## src/rtl/vpcf_pkg.sv

```systemverilog
`default_nettype none
package vpcf_pkg;

    localparam int NUM_DIGITS = 10;
    localparam int BIN_BITS   = 32;
    localparam logic [4:0] CELL_COUNT = 5'd21;
    localparam logic [7:0] KEEP_MASK  = 8'hC0;
    localparam logic [7:0] SEG_MASK   = 8'h3F;

    localparam logic [1:0] OP_BARE   = 2'd0;
    localparam logic [1:0] OP_CELL   = 2'd1;
    localparam logic [1:0] OP_NUMBER = 2'd2;

    typedef enum logic [12:0] {
        S_IDLE = 13'b0000000000001,
        S_BARE = 13'b0000000000010,
        S_CRD  = 13'b0000000000100,
        S_CMOD = 13'b0000000001000,
        S_BCD  = 13'b0000000010000,
        S_SIZE = 13'b0000000100000,
        S_NSEL = 13'b0000001000000,
        S_HDR  = 13'b0000010000000,
        S_CDAT = 13'b0000100000000,
        S_NRD  = 13'b0001000000000,
        S_NDAT = 13'b0010000000000,
        S_CHK  = 13'b0100000000000,
        S_REJ  = 13'b1000000000000
    } t_state;

    typedef enum logic [3:0] {
        DC_NONE,
        DC_LOAD,
        DC_BCD,
        DC_SIZE,
        DC_READ,
        DC_CELL_MOD,
        DC_EMIT_BARE,
        DC_EMIT_HDR,
        DC_EMIT_CDAT,
        DC_NDATA,
        DC_EMIT_CHK,
        DC_EMIT_REJ
    } t_dp_cmd;

    typedef struct packed {
        logic       can_emit;
        logic       bcd_last;
        logic       cell_bad;
        logic       off_bad;
        logic       tot_zero;
        logic       num_zero;
        logic       loop_last;
        logic       ndat_stall;
        logic       op_cell;
        logic [1:0] k;
    } t_dp_sts;

    function automatic logic [7:0] cell_offset(input logic [4:0] id);
        logic [7:0] r;
        case (id)
            5'd7:    r = 8'h16;
            5'd8:    r = 8'h01;
            5'd9:    r = 8'h04;
            5'd10:   r = 8'h07;
            5'd11:   r = 8'h0A;
            5'd12:   r = 8'h10;
            5'd13:   r = 8'h13;
            5'd14:   r = 8'h16;
            5'd15:   r = 8'h1C;
            5'd16:   r = 8'h1F;
            5'd17:   r = 8'h1E;
            5'd18:   r = 8'h1E;
            5'd19:   r = 8'h0A;
            default: r = 8'h00;
        endcase
        return r;
    endfunction

    function automatic logic [7:0] cell_mask(input logic [4:0] id);
        logic [7:0] r;
        case (id)
            5'd0:    r = 8'h01;
            5'd1:    r = 8'h02;
            5'd2:    r = 8'h04;
            5'd3:    r = 8'h08;
            5'd4:    r = 8'h20;
            5'd5:    r = 8'h40;
            5'd6:    r = 8'h80;
            5'd7:    r = 8'h40;
            5'd8:    r = 8'h01;
            5'd16:   r = 8'h01;
            5'd18:   r = 8'h08;
            5'd19:   r = 8'h40;
            5'd20:   r = 8'h10;
            5'd9, 5'd10, 5'd11, 5'd12, 5'd13, 5'd14, 5'd15, 5'd17: r = 8'h80;
            default: r = 8'h00;
        endcase
        return r;
    endfunction

    function automatic logic [15:0] digit_seg(input logic [3:0] d);
        logic [15:0] r;
        case (d)
            4'd0:    r = 16'h3123;
            4'd1:    r = 16'h1020;
            4'd2:    r = 16'h30c3;
            4'd3:    r = 16'h30e1;
            4'd4:    r = 16'h11e0;
            4'd5:    r = 16'h21e1;
            4'd6:    r = 16'h21e3;
            4'd7:    r = 16'h3020;
            4'd8:    r = 16'h31e3;
            4'd9:    r = 16'h31e1;
            default: r = 16'h0000;
        endcase
        return r;
    endfunction

endpackage
`default_nettype wire

```

## src/rtl/vpcf_if.sv

```systemverilog
`default_nettype none
// Request channel.
interface vpcf_req_if;
    logic        valid;
    logic        ready;
    logic [1:0]  opcode;
    logic [7:0]  command_code;
    logic [4:0]  cell_id;
    logic        cell_on;
    logic [31:0] number_value;
    logic [3:0]  first_digit_pos;
    logic [3:0]  last_digit_pos;
    modport source (output valid, opcode, command_code, cell_id, cell_on, number_value,
                    first_digit_pos, last_digit_pos, input ready);
    modport sink (input valid, opcode, command_code, cell_id, cell_on, number_value,
                  first_digit_pos, last_digit_pos, output ready);
endinterface

// Frame byte channel.
interface vpcf_frm_if;
    logic       valid;
    logic       ready;
    logic [7:0] frame_byte;
    logic       last_byte;
    logic       rejected;
    modport source (output valid, frame_byte, last_byte, rejected, input ready);
    modport sink (input valid, frame_byte, last_byte, rejected, output ready);
endinterface

// Configuration write channel.
interface vpcf_cfg_if;
    logic       valid;
    logic       ready;
    logic [7:0] write_command_code;
    modport source (output valid, write_command_code, input ready);
    modport sink (input valid, write_command_code, output ready);
endinterface
`default_nettype wire

```

## src/rtl/vfd_panel_command_framer_top.sv

```systemverilog
`default_nettype none
// Channel   Dir  Beat contents
// i_req     in   opcode, command_code, cell_id, cell_on, number_value, digit positions
// o_frm     out  frame_byte, last_byte, rejected (one beat per frame byte)
// i_cfg     in   write_command_code
//
// A number request first converts its value from binary to decimal, then handles every
// data byte, bytes cut at the panel end included, with a read through the registered
// memory port followed by a write step.
// Reset is synchronous and clears the shadow valid bits at once, so no clearing
// pass is needed. A stalled output holds its byte and the sequencer waits on it.
module vfd_panel_command_framer_top import vpcf_pkg::*; #(
    parameter int PANEL_BYTES = 32
) (
    input  wire logic  i_clk,
    input  wire logic  i_rst_n,
    vpcf_req_if.sink   i_req,
    vpcf_frm_if.source o_frm,
    vpcf_cfg_if.sink   i_cfg
);
    t_dp_cmd cmd;
    t_dp_sts sts;

    // Configuration writes are always taken; the user must issue them only while idle, the block does not enforce it.
    assign i_cfg.ready = 1'b1;

    vpcf_ctrl u_ctrl (
        .i_clk      (i_clk),
        .i_rst_n    (i_rst_n),
        .i_in_valid (i_req.valid),
        .o_in_ready (i_req.ready),
        .i_opcode   (i_req.opcode),
        .i_sts      (sts),
        .o_cmd      (cmd)
    );

    vpcf_datapath #(
        .PANEL_BYTES (PANEL_BYTES)
    ) u_dp (
        .i_clk             (i_clk),
        .i_rst_n           (i_rst_n),
        .i_cmd             (cmd),
        .o_sts             (sts),
        .i_command_code    (i_req.command_code),
        .i_opcode          (i_req.opcode),
        .i_cell_id         (i_req.cell_id),
        .i_cell_on         (i_req.cell_on),
        .i_number_value    (i_req.number_value),
        .i_first_digit_pos (i_req.first_digit_pos),
        .i_last_digit_pos  (i_req.last_digit_pos),
        .i_cfg_we          (i_cfg.valid),
        .i_cfg_data        (i_cfg.write_command_code),
        .i_out_ready       (o_frm.ready),
        .o_out_valid       (o_frm.valid),
        .o_frame_byte      (o_frm.frame_byte),
        .o_last_byte       (o_frm.last_byte),
        .o_rejected        (o_frm.rejected)
    );

endmodule
`default_nettype wire

```

## src/rtl/vpcf_datapath.sv

```systemverilog
`default_nettype none
module vpcf_datapath import vpcf_pkg::*; #(
    parameter int PANEL_BYTES = 32
) (
    input  wire logic        i_clk,
    input  wire logic        i_rst_n,
    input  wire t_dp_cmd     i_cmd,
    output t_dp_sts          o_sts,
    input  wire logic [7:0]  i_command_code,
    input  wire logic [1:0]  i_opcode,
    input  wire logic [4:0]  i_cell_id,
    input  wire logic        i_cell_on,
    input  wire logic [31:0] i_number_value,
    input  wire logic [3:0]  i_first_digit_pos,
    input  wire logic [3:0]  i_last_digit_pos,
    input  wire logic        i_cfg_we,
    input  wire logic [7:0]  i_cfg_data,
    input  wire logic        i_out_ready,
    output logic             o_out_valid,
    output logic [7:0]       o_frame_byte,
    output logic             o_last_byte,
    output logic             o_rejected
);
    localparam int DEPTH = PANEL_BYTES + 1;
    localparam int AW = $clog2(DEPTH);
    localparam logic [7:0] PB8 = 8'(PANEL_BYTES);

    logic [7:0]  r_shadow [DEPTH];
    logic [DEPTH-1:0] r_vld;
    logic [7:0]  r_rd_data;
    logic        r_rd_ok;

    logic [1:0]  r_op;
    logic [7:0]  r_cmd;
    logic [4:0]  r_cell_id;
    logic        r_cell_on;
    logic [3:0]  r_first;
    logic [3:0]  r_last;
    logic [BIN_BITS-1:0] r_bin;
    logic [NUM_DIGITS-1:0][3:0] r_bcd;
    logic [4:0]  r_bitcnt;
    logic [4:0]  r_cnt;
    logic [5:0]  r_tot;
    logic [7:0]  r_off;
    logic [7:0]  r_num;
    logic [5:0]  r_j;
    logic [1:0]  r_ph;
    logic [3:0]  r_d;
    logic [1:0]  r_k;
    logic [7:0]  r_chk;
    logic [7:0]  r_wcc;
    logic [7:0]  r_cell_v;
    logic        r_out_vld;
    logic [7:0]  r_out_byte;
    logic        r_out_last;
    logic        r_out_rej;

    logic [7:0]  idx;
    logic        in_rng;
    logic [AW-1:0] addr;
    logic        can_emit;
    logic        off_bad;
    logic        need_emit;
    logic [4:0]  dig_idx;
    logic [3:0]  dig;
    logic [15:0] seg;
    logic [7:0]  old;
    logic [7:0]  nbyte;
    logic [7:0]  cell_v;
    logic        e_vld;
    logic [7:0]  e_byte;
    logic        e_last;
    logic        e_rej;
    logic        we;
    logic [7:0]  wd;
    logic [NUM_DIGITS-1:0][3:0] bcd_adj;
    logic [NUM_DIGITS*4:0] bcd_shift;
    logic [3:0]  sig;
    logic [4:0]  span;
    logic [4:0]  n_cnt;
    logic [5:0]  n_tot;
    logic [7:0]  n_off;
    logic [7:0]  n_num;

    assign idx      = (r_op == OP_CELL) ? r_off : r_off + {2'b00, r_j};
    assign in_rng   = (idx <= PB8);
    assign addr     = idx[AW-1:0];
    assign can_emit = !r_out_vld || i_out_ready;
    assign off_bad  = (r_off > PB8);
    assign need_emit = !off_bad && ({2'b00, r_j} < r_num);
    assign dig_idx  = 5'(r_cnt - 5'd1 - {1'b0, r_d});
    // Padding digits above the converted ones are zeros.
    assign dig      = (dig_idx < 5'(NUM_DIGITS)) ? r_bcd[dig_idx[3:0]] : 4'd0;
    assign seg      = digit_seg(dig);
    assign old      = r_rd_ok ? r_rd_data : 8'h00;
    assign cell_v   = r_cell_on ? (old | cell_mask(r_cell_id)) : (old & ~cell_mask(r_cell_id));

    always_comb begin
        case (r_ph)
            2'd0:    nbyte = seg[7:0];
            2'd1:    nbyte = (seg[15:8] & SEG_MASK) | (old & KEEP_MASK);
            default: nbyte = 8'h00;
        endcase
    end

    // Digit count, frame offset and clipped data count for a number request.
    always_comb begin
        sig = 4'd0;
        for (int i = 0; i < NUM_DIGITS; i++) begin
            if (r_bcd[i] != 4'd0) sig = 4'(i + 1);
        end
        span  = (r_last > r_first) ? 5'(r_last - r_first) + 5'd1 : 5'd0;
        n_cnt = (span > {1'b0, sig}) ? span : {1'b0, sig};
        n_tot = {n_cnt, 1'b0} + {1'b0, n_cnt};
        n_off = {3'b000, r_first, 1'b0} + {4'b0000, r_first} + 8'd3;
        n_num = ((n_off + {2'b00, n_tot}) > PB8) ? PB8 - n_off : {2'b00, n_tot};
    end

    always_comb begin
        for (int i = 0; i < NUM_DIGITS; i++) begin
            bcd_adj[i] = (r_bcd[i] >= 4'd5) ? r_bcd[i] + 4'd3 : r_bcd[i];
        end
    end

    assign bcd_shift = {bcd_adj, r_bin[BIN_BITS-1]};

    always_comb begin
        e_vld  = 1'b0;
        e_byte = 8'h00;
        e_last = 1'b0;
        e_rej  = 1'b0;
        case (i_cmd)
            DC_EMIT_BARE: begin
                e_vld  = 1'b1;
                e_last = (r_k == 2'd2);
                e_byte = (r_k == 2'd2) ? r_chk : (r_k == 2'd1) ? r_cmd : 8'd1;
            end
            DC_EMIT_HDR: begin
                e_vld = 1'b1;
                case (r_k)
                    2'd0:    e_byte = r_num + 8'd3;
                    2'd1:    e_byte = r_wcc;
                    2'd2:    e_byte = r_off;
                    default: e_byte = r_num;
                endcase
            end
            DC_EMIT_CDAT: begin
                e_vld  = 1'b1;
                e_byte = r_cell_v;
            end
            DC_NDATA: begin
                e_vld  = need_emit;
                e_byte = nbyte;
            end
            DC_EMIT_CHK: begin
                e_vld  = 1'b1;
                e_byte = r_chk;
                e_last = 1'b1;
            end
            DC_EMIT_REJ: begin
                e_vld = 1'b1;
                e_rej = 1'b1;
            end
            default: begin
                e_vld = 1'b0;
            end
        endcase
    end

    assign we = (i_cmd == DC_CELL_MOD) || ((i_cmd == DC_NDATA) && in_rng);
    assign wd = (i_cmd == DC_CELL_MOD) ? cell_v : nbyte;

    // Shadow store: entries read as zero until first written.
    always_ff @(posedge i_clk) begin
        if (we) r_shadow[addr] <= wd;
        if (i_cmd == DC_READ && in_rng) r_rd_data <= r_shadow[addr];
    end

    always_ff @(posedge i_clk) begin
        if (!i_rst_n) begin
            r_vld   <= '0;
            r_rd_ok <= 1'b0;
        end else begin
            if (we) r_vld[addr] <= 1'b1;
            if (i_cmd == DC_READ) r_rd_ok <= in_rng && r_vld[addr];
        end
    end

    always_ff @(posedge i_clk) begin
        if (!i_rst_n) begin
            r_out_vld <= 1'b0;
            r_wcc     <= 8'h00;
        end else begin
            if (i_cfg_we) r_wcc <= i_cfg_data;
            if (e_vld) r_out_vld <= 1'b1;
            else if (i_out_ready) r_out_vld <= 1'b0;
        end
    end

    always_ff @(posedge i_clk) begin
        if (e_vld) begin
            r_out_byte <= e_byte;
            r_out_last <= e_last;
            r_out_rej  <= e_rej;
        end
        if (i_cmd == DC_LOAD) r_chk <= 8'h00;
        else if (e_vld && !e_last && !e_rej) r_chk <= r_chk ^ e_byte;

        case (i_cmd)
            DC_LOAD: begin
                r_op      <= i_opcode;
                r_cmd     <= i_command_code;
                r_cell_id <= i_cell_id;
                r_cell_on <= i_cell_on;
                r_first   <= i_first_digit_pos;
                r_last    <= i_last_digit_pos;
                r_bin     <= i_number_value;
                r_bcd     <= '0;
                r_bitcnt  <= 5'd0;
                r_off     <= cell_offset(i_cell_id);
                r_j       <= 6'd0;
                r_ph      <= 2'd0;
                r_d       <= 4'd0;
                r_k       <= 2'd0;
            end
            DC_BCD: begin
                r_bcd    <= bcd_shift[NUM_DIGITS*4-1:0];
                r_bin    <= {r_bin[BIN_BITS-2:0], 1'b0};
                r_bitcnt <= r_bitcnt + 5'd1;
            end
            DC_SIZE: begin
                r_cnt <= n_cnt;
                r_tot <= n_tot;
                r_off <= n_off;
                r_num <= n_num;
            end
            DC_CELL_MOD: begin
                r_cell_v <= cell_v;
                r_num    <= (r_off == PB8) ? 8'd0 : 8'd1;
            end
            DC_EMIT_BARE, DC_EMIT_HDR: begin
                r_k <= r_k + 2'd1;
            end
            DC_NDATA: begin
                r_j  <= r_j + 6'd1;
                r_ph <= (r_ph == 2'd2) ? 2'd0 : r_ph + 2'd1;
                if (r_ph == 2'd2) r_d <= r_d + 4'd1;
            end
            default: begin
                r_k <= r_k;
            end
        endcase
    end

    always_comb begin
        o_sts.can_emit   = can_emit;
        o_sts.bcd_last   = (r_bitcnt == 5'(BIN_BITS - 1));
        o_sts.cell_bad   = (r_cell_id >= CELL_COUNT) || off_bad;
        o_sts.off_bad    = off_bad;
        o_sts.tot_zero   = (r_tot == 6'd0);
        o_sts.num_zero   = (r_num == 8'd0);
        o_sts.loop_last  = (r_j == r_tot - 6'd1);
        o_sts.ndat_stall = need_emit && !can_emit;
        o_sts.op_cell    = (r_op == OP_CELL);
        o_sts.k          = r_k;
    end

    assign o_out_valid  = r_out_vld;
    assign o_frame_byte = r_out_byte;
    assign o_last_byte  = r_out_last;
    assign o_rejected   = r_out_rej;

endmodule
`default_nettype wire

```

## src/rtl/vpcf_ctrl.sv

```systemverilog
`default_nettype none
module vpcf_ctrl import vpcf_pkg::*; (
    input  wire logic       i_clk,
    input  wire logic       i_rst_n,
    input  wire logic       i_in_valid,
    output logic            o_in_ready,
    input  wire logic [1:0] i_opcode,
    input  wire t_dp_sts    i_sts,
    output t_dp_cmd         o_cmd
);
    t_state r_state;
    t_state n_state;

    assign o_in_ready = (r_state == S_IDLE);

    always_comb begin
        n_state = r_state;
        o_cmd   = DC_NONE;
        case (r_state)
            S_IDLE: begin
                if (i_in_valid) begin
                    o_cmd = DC_LOAD;
                    case (i_opcode)
                        OP_BARE:   n_state = S_BARE;
                        OP_CELL:   n_state = S_CRD;
                        OP_NUMBER: n_state = S_BCD;
                        default:   n_state = S_REJ;
                    endcase
                end
            end
            S_BARE: begin
                if (i_sts.can_emit) begin
                    o_cmd = DC_EMIT_BARE;
                    if (i_sts.k == 2'd2) n_state = S_IDLE;
                end
            end
            S_CRD: begin
                if (i_sts.cell_bad) begin
                    n_state = S_REJ;
                end else begin
                    o_cmd   = DC_READ;
                    n_state = S_CMOD;
                end
            end
            S_CMOD: begin
                o_cmd   = DC_CELL_MOD;
                n_state = S_HDR;
            end
            S_BCD: begin
                o_cmd = DC_BCD;
                if (i_sts.bcd_last) n_state = S_SIZE;
            end
            S_SIZE: begin
                o_cmd   = DC_SIZE;
                n_state = S_NSEL;
            end
            S_NSEL: begin
                if (!i_sts.off_bad) n_state = S_HDR;
                else if (i_sts.tot_zero) n_state = S_REJ;
                else n_state = S_NRD;
            end
            S_HDR: begin
                if (i_sts.can_emit) begin
                    o_cmd = DC_EMIT_HDR;
                    if (i_sts.k == 2'd3) begin
                        if (i_sts.op_cell) n_state = S_CDAT;
                        else if (i_sts.tot_zero) n_state = S_CHK;
                        else n_state = S_NRD;
                    end
                end
            end
            S_CDAT: begin
                if (i_sts.num_zero) begin
                    n_state = S_CHK;
                end else if (i_sts.can_emit) begin
                    o_cmd   = DC_EMIT_CDAT;
                    n_state = S_CHK;
                end
            end
            S_NRD: begin
                o_cmd   = DC_READ;
                n_state = S_NDAT;
            end
            S_NDAT: begin
                if (!i_sts.ndat_stall) begin
                    o_cmd = DC_NDATA;
                    if (!i_sts.loop_last) n_state = S_NRD;
                    else if (i_sts.off_bad) n_state = S_REJ;
                    else n_state = S_CHK;
                end
            end
            S_CHK: begin
                if (i_sts.can_emit) begin
                    o_cmd   = DC_EMIT_CHK;
                    n_state = S_IDLE;
                end
            end
            S_REJ: begin
                if (i_sts.can_emit) begin
                    o_cmd   = DC_EMIT_REJ;
                    n_state = S_IDLE;
                end
            end
            default: begin
                n_state = S_IDLE;
            end
        endcase
    end

    always_ff @(posedge i_clk) begin
        if (!i_rst_n) begin
            r_state <= S_IDLE;
        end else begin
            r_state <= n_state;
        end
    end

endmodule
`default_nettype wire

```

## src/flat_wrapper.sv

```systemverilog
// flat-port wrapper written by rule: the top's interface ports become plain ports
module vfd_panel_command_framer_top_flat import vpcf_pkg::*;
#(
    parameter int PANEL_BYTES = 32
)
  (i_clk, i_rst_n, i_req_valid, i_req_opcode, i_req_command_code, i_req_cell_id, i_req_cell_on, i_req_number_value, i_req_first_digit_pos, i_req_last_digit_pos, i_req_ready, o_frm_valid, o_frm_frame_byte, o_frm_last_byte, o_frm_rejected, o_frm_ready, i_cfg_valid, i_cfg_write_command_code, i_cfg_ready);
  vpcf_req_if i_req_i ();
  vpcf_frm_if o_frm_i ();
  vpcf_cfg_if i_cfg_i ();
  input  wire logic i_clk;
  input  wire logic i_rst_n;
  input wire logic [$bits(i_req_i.valid)-1:0] i_req_valid;
  input wire logic [$bits(i_req_i.opcode)-1:0] i_req_opcode;
  input wire logic [$bits(i_req_i.command_code)-1:0] i_req_command_code;
  input wire logic [$bits(i_req_i.cell_id)-1:0] i_req_cell_id;
  input wire logic [$bits(i_req_i.cell_on)-1:0] i_req_cell_on;
  input wire logic [$bits(i_req_i.number_value)-1:0] i_req_number_value;
  input wire logic [$bits(i_req_i.first_digit_pos)-1:0] i_req_first_digit_pos;
  input wire logic [$bits(i_req_i.last_digit_pos)-1:0] i_req_last_digit_pos;
  output wire logic [$bits(i_req_i.ready)-1:0] i_req_ready;
  output wire logic [$bits(o_frm_i.valid)-1:0] o_frm_valid;
  output wire logic [$bits(o_frm_i.frame_byte)-1:0] o_frm_frame_byte;
  output wire logic [$bits(o_frm_i.last_byte)-1:0] o_frm_last_byte;
  output wire logic [$bits(o_frm_i.rejected)-1:0] o_frm_rejected;
  input wire logic [$bits(o_frm_i.ready)-1:0] o_frm_ready;
  input wire logic [$bits(i_cfg_i.valid)-1:0] i_cfg_valid;
  input wire logic [$bits(i_cfg_i.write_command_code)-1:0] i_cfg_write_command_code;
  output wire logic [$bits(i_cfg_i.ready)-1:0] i_cfg_ready;
  assign i_req_i.valid = i_req_valid;
  assign i_req_i.opcode = i_req_opcode;
  assign i_req_i.command_code = i_req_command_code;
  assign i_req_i.cell_id = i_req_cell_id;
  assign i_req_i.cell_on = i_req_cell_on;
  assign i_req_i.number_value = i_req_number_value;
  assign i_req_i.first_digit_pos = i_req_first_digit_pos;
  assign i_req_i.last_digit_pos = i_req_last_digit_pos;
  assign i_req_ready = i_req_i.ready;
  assign o_frm_valid = o_frm_i.valid;
  assign o_frm_frame_byte = o_frm_i.frame_byte;
  assign o_frm_last_byte = o_frm_i.last_byte;
  assign o_frm_rejected = o_frm_i.rejected;
  assign o_frm_i.ready = o_frm_ready;
  assign i_cfg_i.valid = i_cfg_valid;
  assign i_cfg_i.write_command_code = i_cfg_write_command_code;
  assign i_cfg_ready = i_cfg_i.ready;
  vfd_panel_command_framer_top #(.PANEL_BYTES(PANEL_BYTES)) u_core (.i_clk(i_clk), .i_rst_n(i_rst_n), .i_req(i_req_i), .o_frm(o_frm_i), .i_cfg(i_cfg_i));
endmodule
```

## config.mk

```make
export PLATFORM = sky130hd
export DESIGN_NAME = vfd_panel_command_framer_top_flat
export DESIGN_NICKNAME = d
export VERILOG_FILES = /design/src/rtl/vpcf_pkg.sv /design/src/rtl/vpcf_if.sv /design/src/rtl/vfd_panel_command_framer_top.sv /design/src/rtl/vpcf_datapath.sv /design/src/rtl/vpcf_ctrl.sv /design/src/flat_wrapper.sv
export SDC_FILE = /design/constraint.sdc
export NUM_CORES = 1
export LEC_CHECK = 0
export BUFFER_PORTS_ARGS = -buffer_cell sky130_fd_sc_hd__buf_2
export CORE_UTILIZATION = 35
export CTS_CLUSTER_DIAMETER = 80
export DETAILED_ROUTE_END_ITERATION = 8
export PLACE_DENSITY = 0.58
export SYNTH_ARGS = -nofsm -noshare
export SYNTH_HDL_FRONTEND = slang
export SYNTH_SLANG_ARGS = --single-unit
export TNS_END_PERCENT = 5
```

## constraint.sdc

```tcl
create_clock -name i_clk -period 5.38 [get_ports i_clk]
set_input_delay 0.269 -clock i_clk [delete_from_list [all_inputs] [get_ports i_clk]]
set_output_delay 0.269 -clock i_clk [all_outputs]
set_load 0.02 [all_outputs]
```

-- Word-level counts from Yosys, hierarchy flattened
Memories as Yosys holds them, arrays and structs flattened. A register that Yosys moved wholly into a read port is not among the register bits.
Cells that the tools add are included.
- register bits after elaboration: 224
- bits in latches: 0
- RAM bits: 264
- ROM bits: 800
- input port bits: 69
- logic and storage cells: 271
- memories: 5
- output and inout bits: 13
- memories (name ; words ; width ; rd ports ; clocked after memory_dff ; wr ports ; RTL line ; RTL):
    u_core.u_dp.r_shadow ; 33 ; 8 ; 1 ; 1 ; 1 ; vpcf_datapath.sv:28 ; logic [7:0] r_shadow [DEPTH];
    (no name shown) ; 32 ; 8 ; 1 ; 1 ; 0 ; vpcf_pkg.sv:81 ; case (id)
    (no name shown) ; 32 ; 8 ; 1 ; 1 ; 0 ; vpcf_pkg.sv:81 ;
    (no name shown) ; 32 ; 5 ; 1 ; 0 ; 0 ; vpcf_pkg.sv:60 ; case (id)
    (no name shown) ; 16 ; 8 ; 1 ; 0 ; 0 ; vpcf_pkg.sv:103 ; case (d)
- reduce and logical (&&, ||, !) cells: 42
- $lt $le $gt $ge: 21
- $add $sub $neg: 27
- multipliers: 0
- eq/ne operators: 45
- bitwise logic cells: 6
- divide/modulo/power cells: 0
- shifts and indexed selects: 0
- muxes and demuxes: 89
- operators by type and width (cell ; number):
    $mux 13 ; 15
    $pmux 13 s12 ; 1
    $mux 4 ; 26
    $pmux 40 s2 ; 1
    $pmux 32 s2 ; 1
    $mux 8 ; 7
    $pmux 4 s12 ; 1
    $pmux 8 s2 ; 3
    $ge 4x3->1 const B ; 10
    $pmux 8 s5 ; 1
    $reduce_bool 4->1 ; 10
    $pmux 13 s3 ; 1
    $add 4x2->4 const B ; 9
    $or 33x33->33 ; 1
    $mux 12 ; 2
    $pmux 8 s3 ; 1
    $mux 5 ; 4
    $bmux 4 s4 ; 1
    $eq 4x3->1 const B ; 4
    $eq 4x4->1 const B ; 4
    $gt 8x6->1 const B ; 2
    $eq 13x1->1 const B ; 1
    $eq 13x10->1 const B ; 1
    $eq 13x11->1 const B ; 1
    other kinds (71) ; 122

-- Logic depth before layout (Yosys ltp)
- depth in word-level cells: 18
- mapped depth: 30

-- Hierarchy
A second synthesis with hierarchy kept.
- cells, all modules: 2071
- area total of the unflattened synthesis: 24209.5 um2
- modules (own cells, without submodules) (module ; instances ; area each (um2) ; cells each):
    vpcf_datapath ; 1 ; 23035.8 ; 1915
    vpcf_ctrl ; 1 ; 1162.4 ; 154
    vfd_panel_command_framer_top ; 1 ; 11.3 ; 2

-- Worst setup path before layout
Ideal clock, no wire load.
- kind: register to register
- start point: register u_core.u_dp.r_first[2]
- end point: register u_core.u_dp.r_num[0], data pin
- required time: 5.109 ns
- cell stages (with the launch flop): 26
- data arrival time: 5.406 ns
- path slack: -0.297 ns
- cell sequence: edfxtp_1 -> inv_1 -> ha_1 -> inv_1 -> fa_1 -> a21oi_1 -> and2_1 -> ha_1 -> nor2b_1 -> o21a_1 -> o21a_1 -> o21a_1 -> or2_2 -> clkbuf_1 -> o21ai_0 -> ha_1 -> fa_1 -> ha_1 -> a21oi_1 -> o21bai_1 -> a21oi_1 -> xnor2_1 -> a221o_1 -> clkbuf_1 -> mux2i_1 -> a21oi_1
- word-level cells in the longest chain between the ends: 10
- elaborated cells between the ends (all ways): 13
- classes of those cells: add/sub (6); order compare (3); mux (4)
- ends and longest elaborated chain (element ; RTL line ; RTL):
    from (decl) ; vpcf_datapath.sv:37 ; logic [3:0] r_first;
    from (signal assigned) ; vpcf_datapath.sv:215 ; r_first <= i_first_digit_pos;
    $sub 4x4->5 ; vpcf_datapath.sv:112 ; span = (r_last > r_first) ? 5'(r_last - r_first) + 5'd1 : 5'd0;
    $add 5x1->5 ; vpcf_datapath.sv:112 ;
    $mux 5 (*) ; vpcf_datapath.sv:112 ;
    $gt 5x4->1 ; vpcf_datapath.sv:113 ; n_cnt = (span > {1'b0, sig}) ? span : {1'b0, sig};
    $mux 5 (*) ; vpcf_datapath.sv:113 ;
    via u_core.u_dp.n_cnt[1] ; vpcf_datapath.sv:80 ; logic [4:0] n_cnt;
    $add 6x5->6 (*) ; vpcf_datapath.sv:114 ; n_tot = {n_cnt, 1'b0} + {1'b0, n_cnt};
    via u_core.u_dp.n_tot[2] ; vpcf_datapath.sv:81 ; logic [5:0] n_tot;
    $add 7x6->8 (*) ; vpcf_datapath.sv:116 ; n_num = ((n_off + {2'b00, n_tot}) > PB8) ? PB8 - n_off : {2'b00, n_tot};
    $gt 8x6->1 (*) ; vpcf_datapath.sv:116 ;
    $mux 8 (*) ; vpcf_datapath.sv:116 ;
    $pmux 8 s2 (*) ; vpcf_datapath.sv:209 ; case (i_cmd)
    to (signal assigned) ; vpcf_datapath.sv:235 ; r_num <= n_num;
    to (signal assigned) ; vpcf_datapath.sv:239 ; r_num <= (r_off == PB8) ? 8'd0 : 8'd1;
    to (decl) ; vpcf_datapath.sv:45 ; logic [7:0] r_num;
The timed path passes the listed nets; every way through them passes the cells marked *.
A chain may end at the register's enable or synchronous reset.

-- Final worst setup path
- start point: register u_core.u_dp.r_last[1]
- end point: register u_core.u_dp.r_num[0], data pin
- word-level cells in the longest chain between the ends: 10
- elaborated cells between the ends (all ways): 11
- classes of those cells: add/sub (4); order compare (3); mux (4)
- ends and longest elaborated chain (element ; RTL line ; RTL):
    from (decl) ; vpcf_datapath.sv:38 ; logic [3:0] r_last;
    from (signal assigned) ; vpcf_datapath.sv:216 ; r_last <= i_last_digit_pos;
    $sub 4x4->5 ; vpcf_datapath.sv:112 ;
    $add 5x1->5 ; vpcf_datapath.sv:112 ;
    $mux 5 (*) ; vpcf_datapath.sv:112 ;
    $gt 5x4->1 ; vpcf_datapath.sv:113 ;
    $mux 5 (*) ; vpcf_datapath.sv:113 ;
    via u_core.u_dp.n_cnt[0] ; vpcf_datapath.sv:80 ;
    $add 6x5->6 (*) ; vpcf_datapath.sv:114 ;
    via u_core.u_dp.n_tot[2] ; vpcf_datapath.sv:81 ;
    $add 7x6->8 (*) ; vpcf_datapath.sv:116 ;
    $gt 8x6->1 (*) ; vpcf_datapath.sv:116 ;
    $mux 8 (*) ; vpcf_datapath.sv:116 ;
    $pmux 8 s2 (*) ; vpcf_datapath.sv:209 ;
Marks and branches as above.

==> results.sh <==
export IMPL_drtIter0Drc=1574
export IMPL_hold_viol_final=0
export IMPL_gp_congestion=0.949
export IMPL_rsz0062_at_grt="true"
export IMPL_port_buffer_count=80
export IMPL_synth_seq_cells=501
export IMPL_finalCritPeriodShare=0.982
export IMPL_final_fill_count=6382
export IMPL_antenna_found_initial=0
export IMPL_multi_input_area_mm2=0.00974
export IMPL_io_pin_count=82
export IMPL_crit_arrival_ns=5.64
export IMPL_rows=96
export IMPL_dieArea_mm2=0.0710
export IMPL_synth_mux_area_frac=0.0512
export IMPL_setup_violations=0
export IMPL_drc=0
export IMPL_vdd_ir_drop_worst_mv=0.552
export IMPL_wl_per_cell_um=21.6
export IMPL_cts_buffers=57
export IMPL_synth_seq_area_share=0.585
export IMPL_final_cells=3279
export IMPL_viasPerCell=5.46
export IMPL_rr_worst_depth=21
export IMPL_mostFrequentLayoutCells="429 x edfxtp_1, 190 x nand2_1, 158 x nor2_1"
export IMPL_htreeDepth=2
export IMPL_fin_crit_ns=5.28
export IMPL_grt_pass1_vias=17700
export IMPL_grt_pass1_wl_um=108000
export IMPL_tightest_slew_ns=1.30
export IMPL_root_buffer="clkbuf_16"
export IMPL_mostFrequentLayoutCell="edfxtp_1"
export IMPL_postLayoutCellArea_mm2=0.0296
export IMPL_dpl_cell_count=3100
export IMPL_clockBufferDepth=3
export IMPL_dpl_cell_area_mm2=0.0268
export IMPL_fin_nets=2462
export IMPL_yosysTopAreaCellShare=0.526
export IMPL_netlist_instances=2046
export IMPL_critPathKind="reg2reg"
export IMPL_gr_total_overflow=0
export IMPL_worstHoldStart="i_req_number_value[6]"
export IMPL_min_to="u_core.u_dp.r_bin[6]"
export IMPL_cap_violations=0
export IMPL_report_final_slew_viol_count=0
export IMPL_place_hpwl_um=47700
export IMPL_powerDensity_mw_per_mm2=615
export IMPL_synth_cell_types=98
export IMPL_ant_nets=0
export IMPL_status="finished clean"
export IMPL_core_area_mm2=0.0689
export IMPL_grt_usage=0.199
export IMPL_ff2ff_setup_slack_ns=0.1
export IMPL_area_delta_synth_final_pct=21.0
export IMPL_drive_gt1_frac=0.197
export IMPL_grt_max_degree=78
export IMPL_hold_class="in2reg"
export IMPL_die_y_um=266
export IMPL_postSynthAreaPerCell_um2=12.0
export IMPL_synthSimpleGateAreaFrac=0.126
export IMPL_start_kind="flip-flop"
export IMPL_synth_compound_area_frac=0.135
export IMPL_pre_cts_slack_ns=-0.460
export IMPL_finalPower_mw=18.2
export IMPL_slew_headroom=0.127
export IMPL_netlist_area_mm2=0.0245
export IMPL_yosys_most_used_dff="edfxtp_1"
export IMPL_vias=17900
export IMPL_clock_sinks=501
export IMPL_yosys_warnings=0
export IMPL_synth_nets=2209
export IMPL_r2r_start="u_core.u_dp.r_last[1]"
export IMPL_ff_latch_area_mm2=0.0143
export IMPL_wirelength_um=70700
export IMPL_synth_edf_count=429
export IMPL_max_freq_mhz=189
export IMPL_drt_pass1_iter_count=7
export IMPL_antenna_cells=0
export IMPL_required_ns=5.74
export IMPL_clkTransAtPathRegs_ns=0.06
export IMPL_worst_setup_path_end_kind="flip-flop"
export IMPL_crit_fanout=8
export IMPL_holdWs_ns=0.0289
export IMPL_synth_top_cell_by_area="edfxtp_1"
export IMPL_async_reset_ff_frac=0
export IMPL_synth_area_leaders="edfxtp_1 53%, dfxtp_1 5.9%, ha_1 4.5%"
export IMPL_fin_ws_ns=0.0972
export IMPL_insertion_delay_ns=0.63
export IMPL_initial_core_util=0.355
export IMPL_synth_top_family_by_area="compound AO/OA/AOI/OAI gates"
export IMPL_setup_tns_ns=0
export IMPL_synth_xor_area_frac=0.0229
export IMPL_utilization=0.430
export IMPL_min_path_cells=2
export IMPL_r2r_end="u_core.u_dp.r_num[0]"
export IMPL_cts_tree="done"
export IMPL_leakage_nw=10.8
export IMPL_fin_skew_ns=0.0172
export IMPL_die_x_um=266
export IMPL_synthAdderAreaFrac=0.0499
==> worst max path at each step <==
stage | endpoint | cells past startpoint | from | slack (ns)
global placement | u_core.u_dp.r_num[0] | 26 | u_core.u_dp.r_bcd[0] | -0.28
detailed placement | u_core.u_dp.r_num[0] | 26 | u_core.u_dp.r_bcd[0] | -0.46
global route | u_core.u_dp.r_num[0] | 25 | u_core.u_dp.r_bcd[13] | -0.20
finish | u_core.u_dp.r_num[0] | 21 | u_core.u_dp.r_last[1] | 0.1
CTS | u_core.u_dp.r_num[0] | 23 | u_core.u_dp.r_last[1] | 0.004
floorplan | u_core.u_dp.r_num[0] | 25 | u_core.u_dp.r_first[1] | 0.02
==> worst max-delay path, cell delays in order (launching register included) <==
cell	delay [ns]
edfxtp_1	0.44
ha_4	0.30
inv_1	0.04
ha_2	0.18
fa_1	0.44
and2_4	0.15
ha_1	0.30
o21a_1	0.11
o21a_1	0.17
o21a_1	0.18
or2_4	0.29
o31ai_4	0.22
ha_2	0.22
fa_2	0.47
ha_4	0.25
a21oi_1	0.17
o21bai_1	0.09
a21oi_1	0.17
xnor2_1	0.08
a221o_2	0.46
mux2i_1	0.19
a21oi_1	0.09
==> sequential cells by signal (all words and copies together), names as in the netlist, 6 cells and up, named ones only <==
name and count:
u_core.u_dp.r_shadow 264, u_core.u_dp.r_cmd 8, u_core.u_dp.r_j 6, u_core.u_dp.r_cell_v 8
u_core.u_dp.r_off 6, u_core.u_dp.r_chk 8, u_core.u_dp.r_wcc 8, u_core.u_dp.o_frame_byte 8
u_core.u_dp.r_num 8, u_core.u_dp.r_bcd 40, u_core.u_dp.r_bin 32, u_core.u_dp.r_vld 33
u_core.u_dp.r_rd_data 8, u_core.u_ctrl.r_state 13
==> where the power goes <==
| part | total [mW] | switching [mW] | internal (mW) |
|---|---|---|---|
| clock network | 4.05 | 1.64 | 2.41 |
| logic | 8.82 | 5.37 | 3.45 |
| registers | 5.35 | 0.287 | 5.06 |
==> what timing repair did <==
| action | CTS | global route |
|---|---|---|
| endpoints found under the setup margin | 8 | 8 |
| pin swaps | 18 | 10 |
| endpoints found under the hold margin | 64 | 0 |
| setup buffers | 7 | 1 |
| hold buffers | 63 | 0 |
| resized for setup | 27 | 11 |
==> area by class of cell <==
type,count,share of cell area
Clock inverter,37,0.0139
Sequential cell,501,0.483
Clock buffer,71,0.0527
Tap cell,931,0.0393
Timing Repair Buffer,284,0.0709
Inverter,85,0.0110
Multi-Input combinational cell,1370,0.329
==> synthesized netlist by cell type (all sizes together), types with 6 or more instances <==
master	instances
a211oi	8
a21o	16
a21oi	100
a221oi	7
a222oi	17
a22o	19
a22oi	76
a311oi	7
a31oi	14
and2	18
and3	19
buf	21
clkbuf	69
dfxtp	72
edfxtp	429
fa	6
ha	88
inv	84
mux2	54
mux2i	43
mux4	8
nand2	194
nand2b	26
nand3	43
nand4	24
nor2	166
nor2b	11
nor3	45
nor3b	12
nor4	33
o2111ai	6
o211ai	10
o21a	25
o21ai	81
o21bai	6
o22ai	13
o31ai	9
or2	11
or3	7
or4	11
xnor2	33
xor2	31
==> cell families (layout without fill, tap and decap cells) <==
family          Yosys count  after routing
compound gates          470            470
xor+xnor                 64             64
fa+ha+maj                94             94
buf+inv                 175            477
flops                   501            501
mux                     105            105
other cells               1              1
simple gates            636            636
==> metal layers <==
layer,GRT usage,up-vias,part of all wire
met1,0.269,8843,0.43
met3,0.0273,115,0.067
li1,-,8301,-
met5,0,-,0
met4,0.0655,0,0.028
met2,0.328,656,0.47
(Power assumes the default switching activity.)
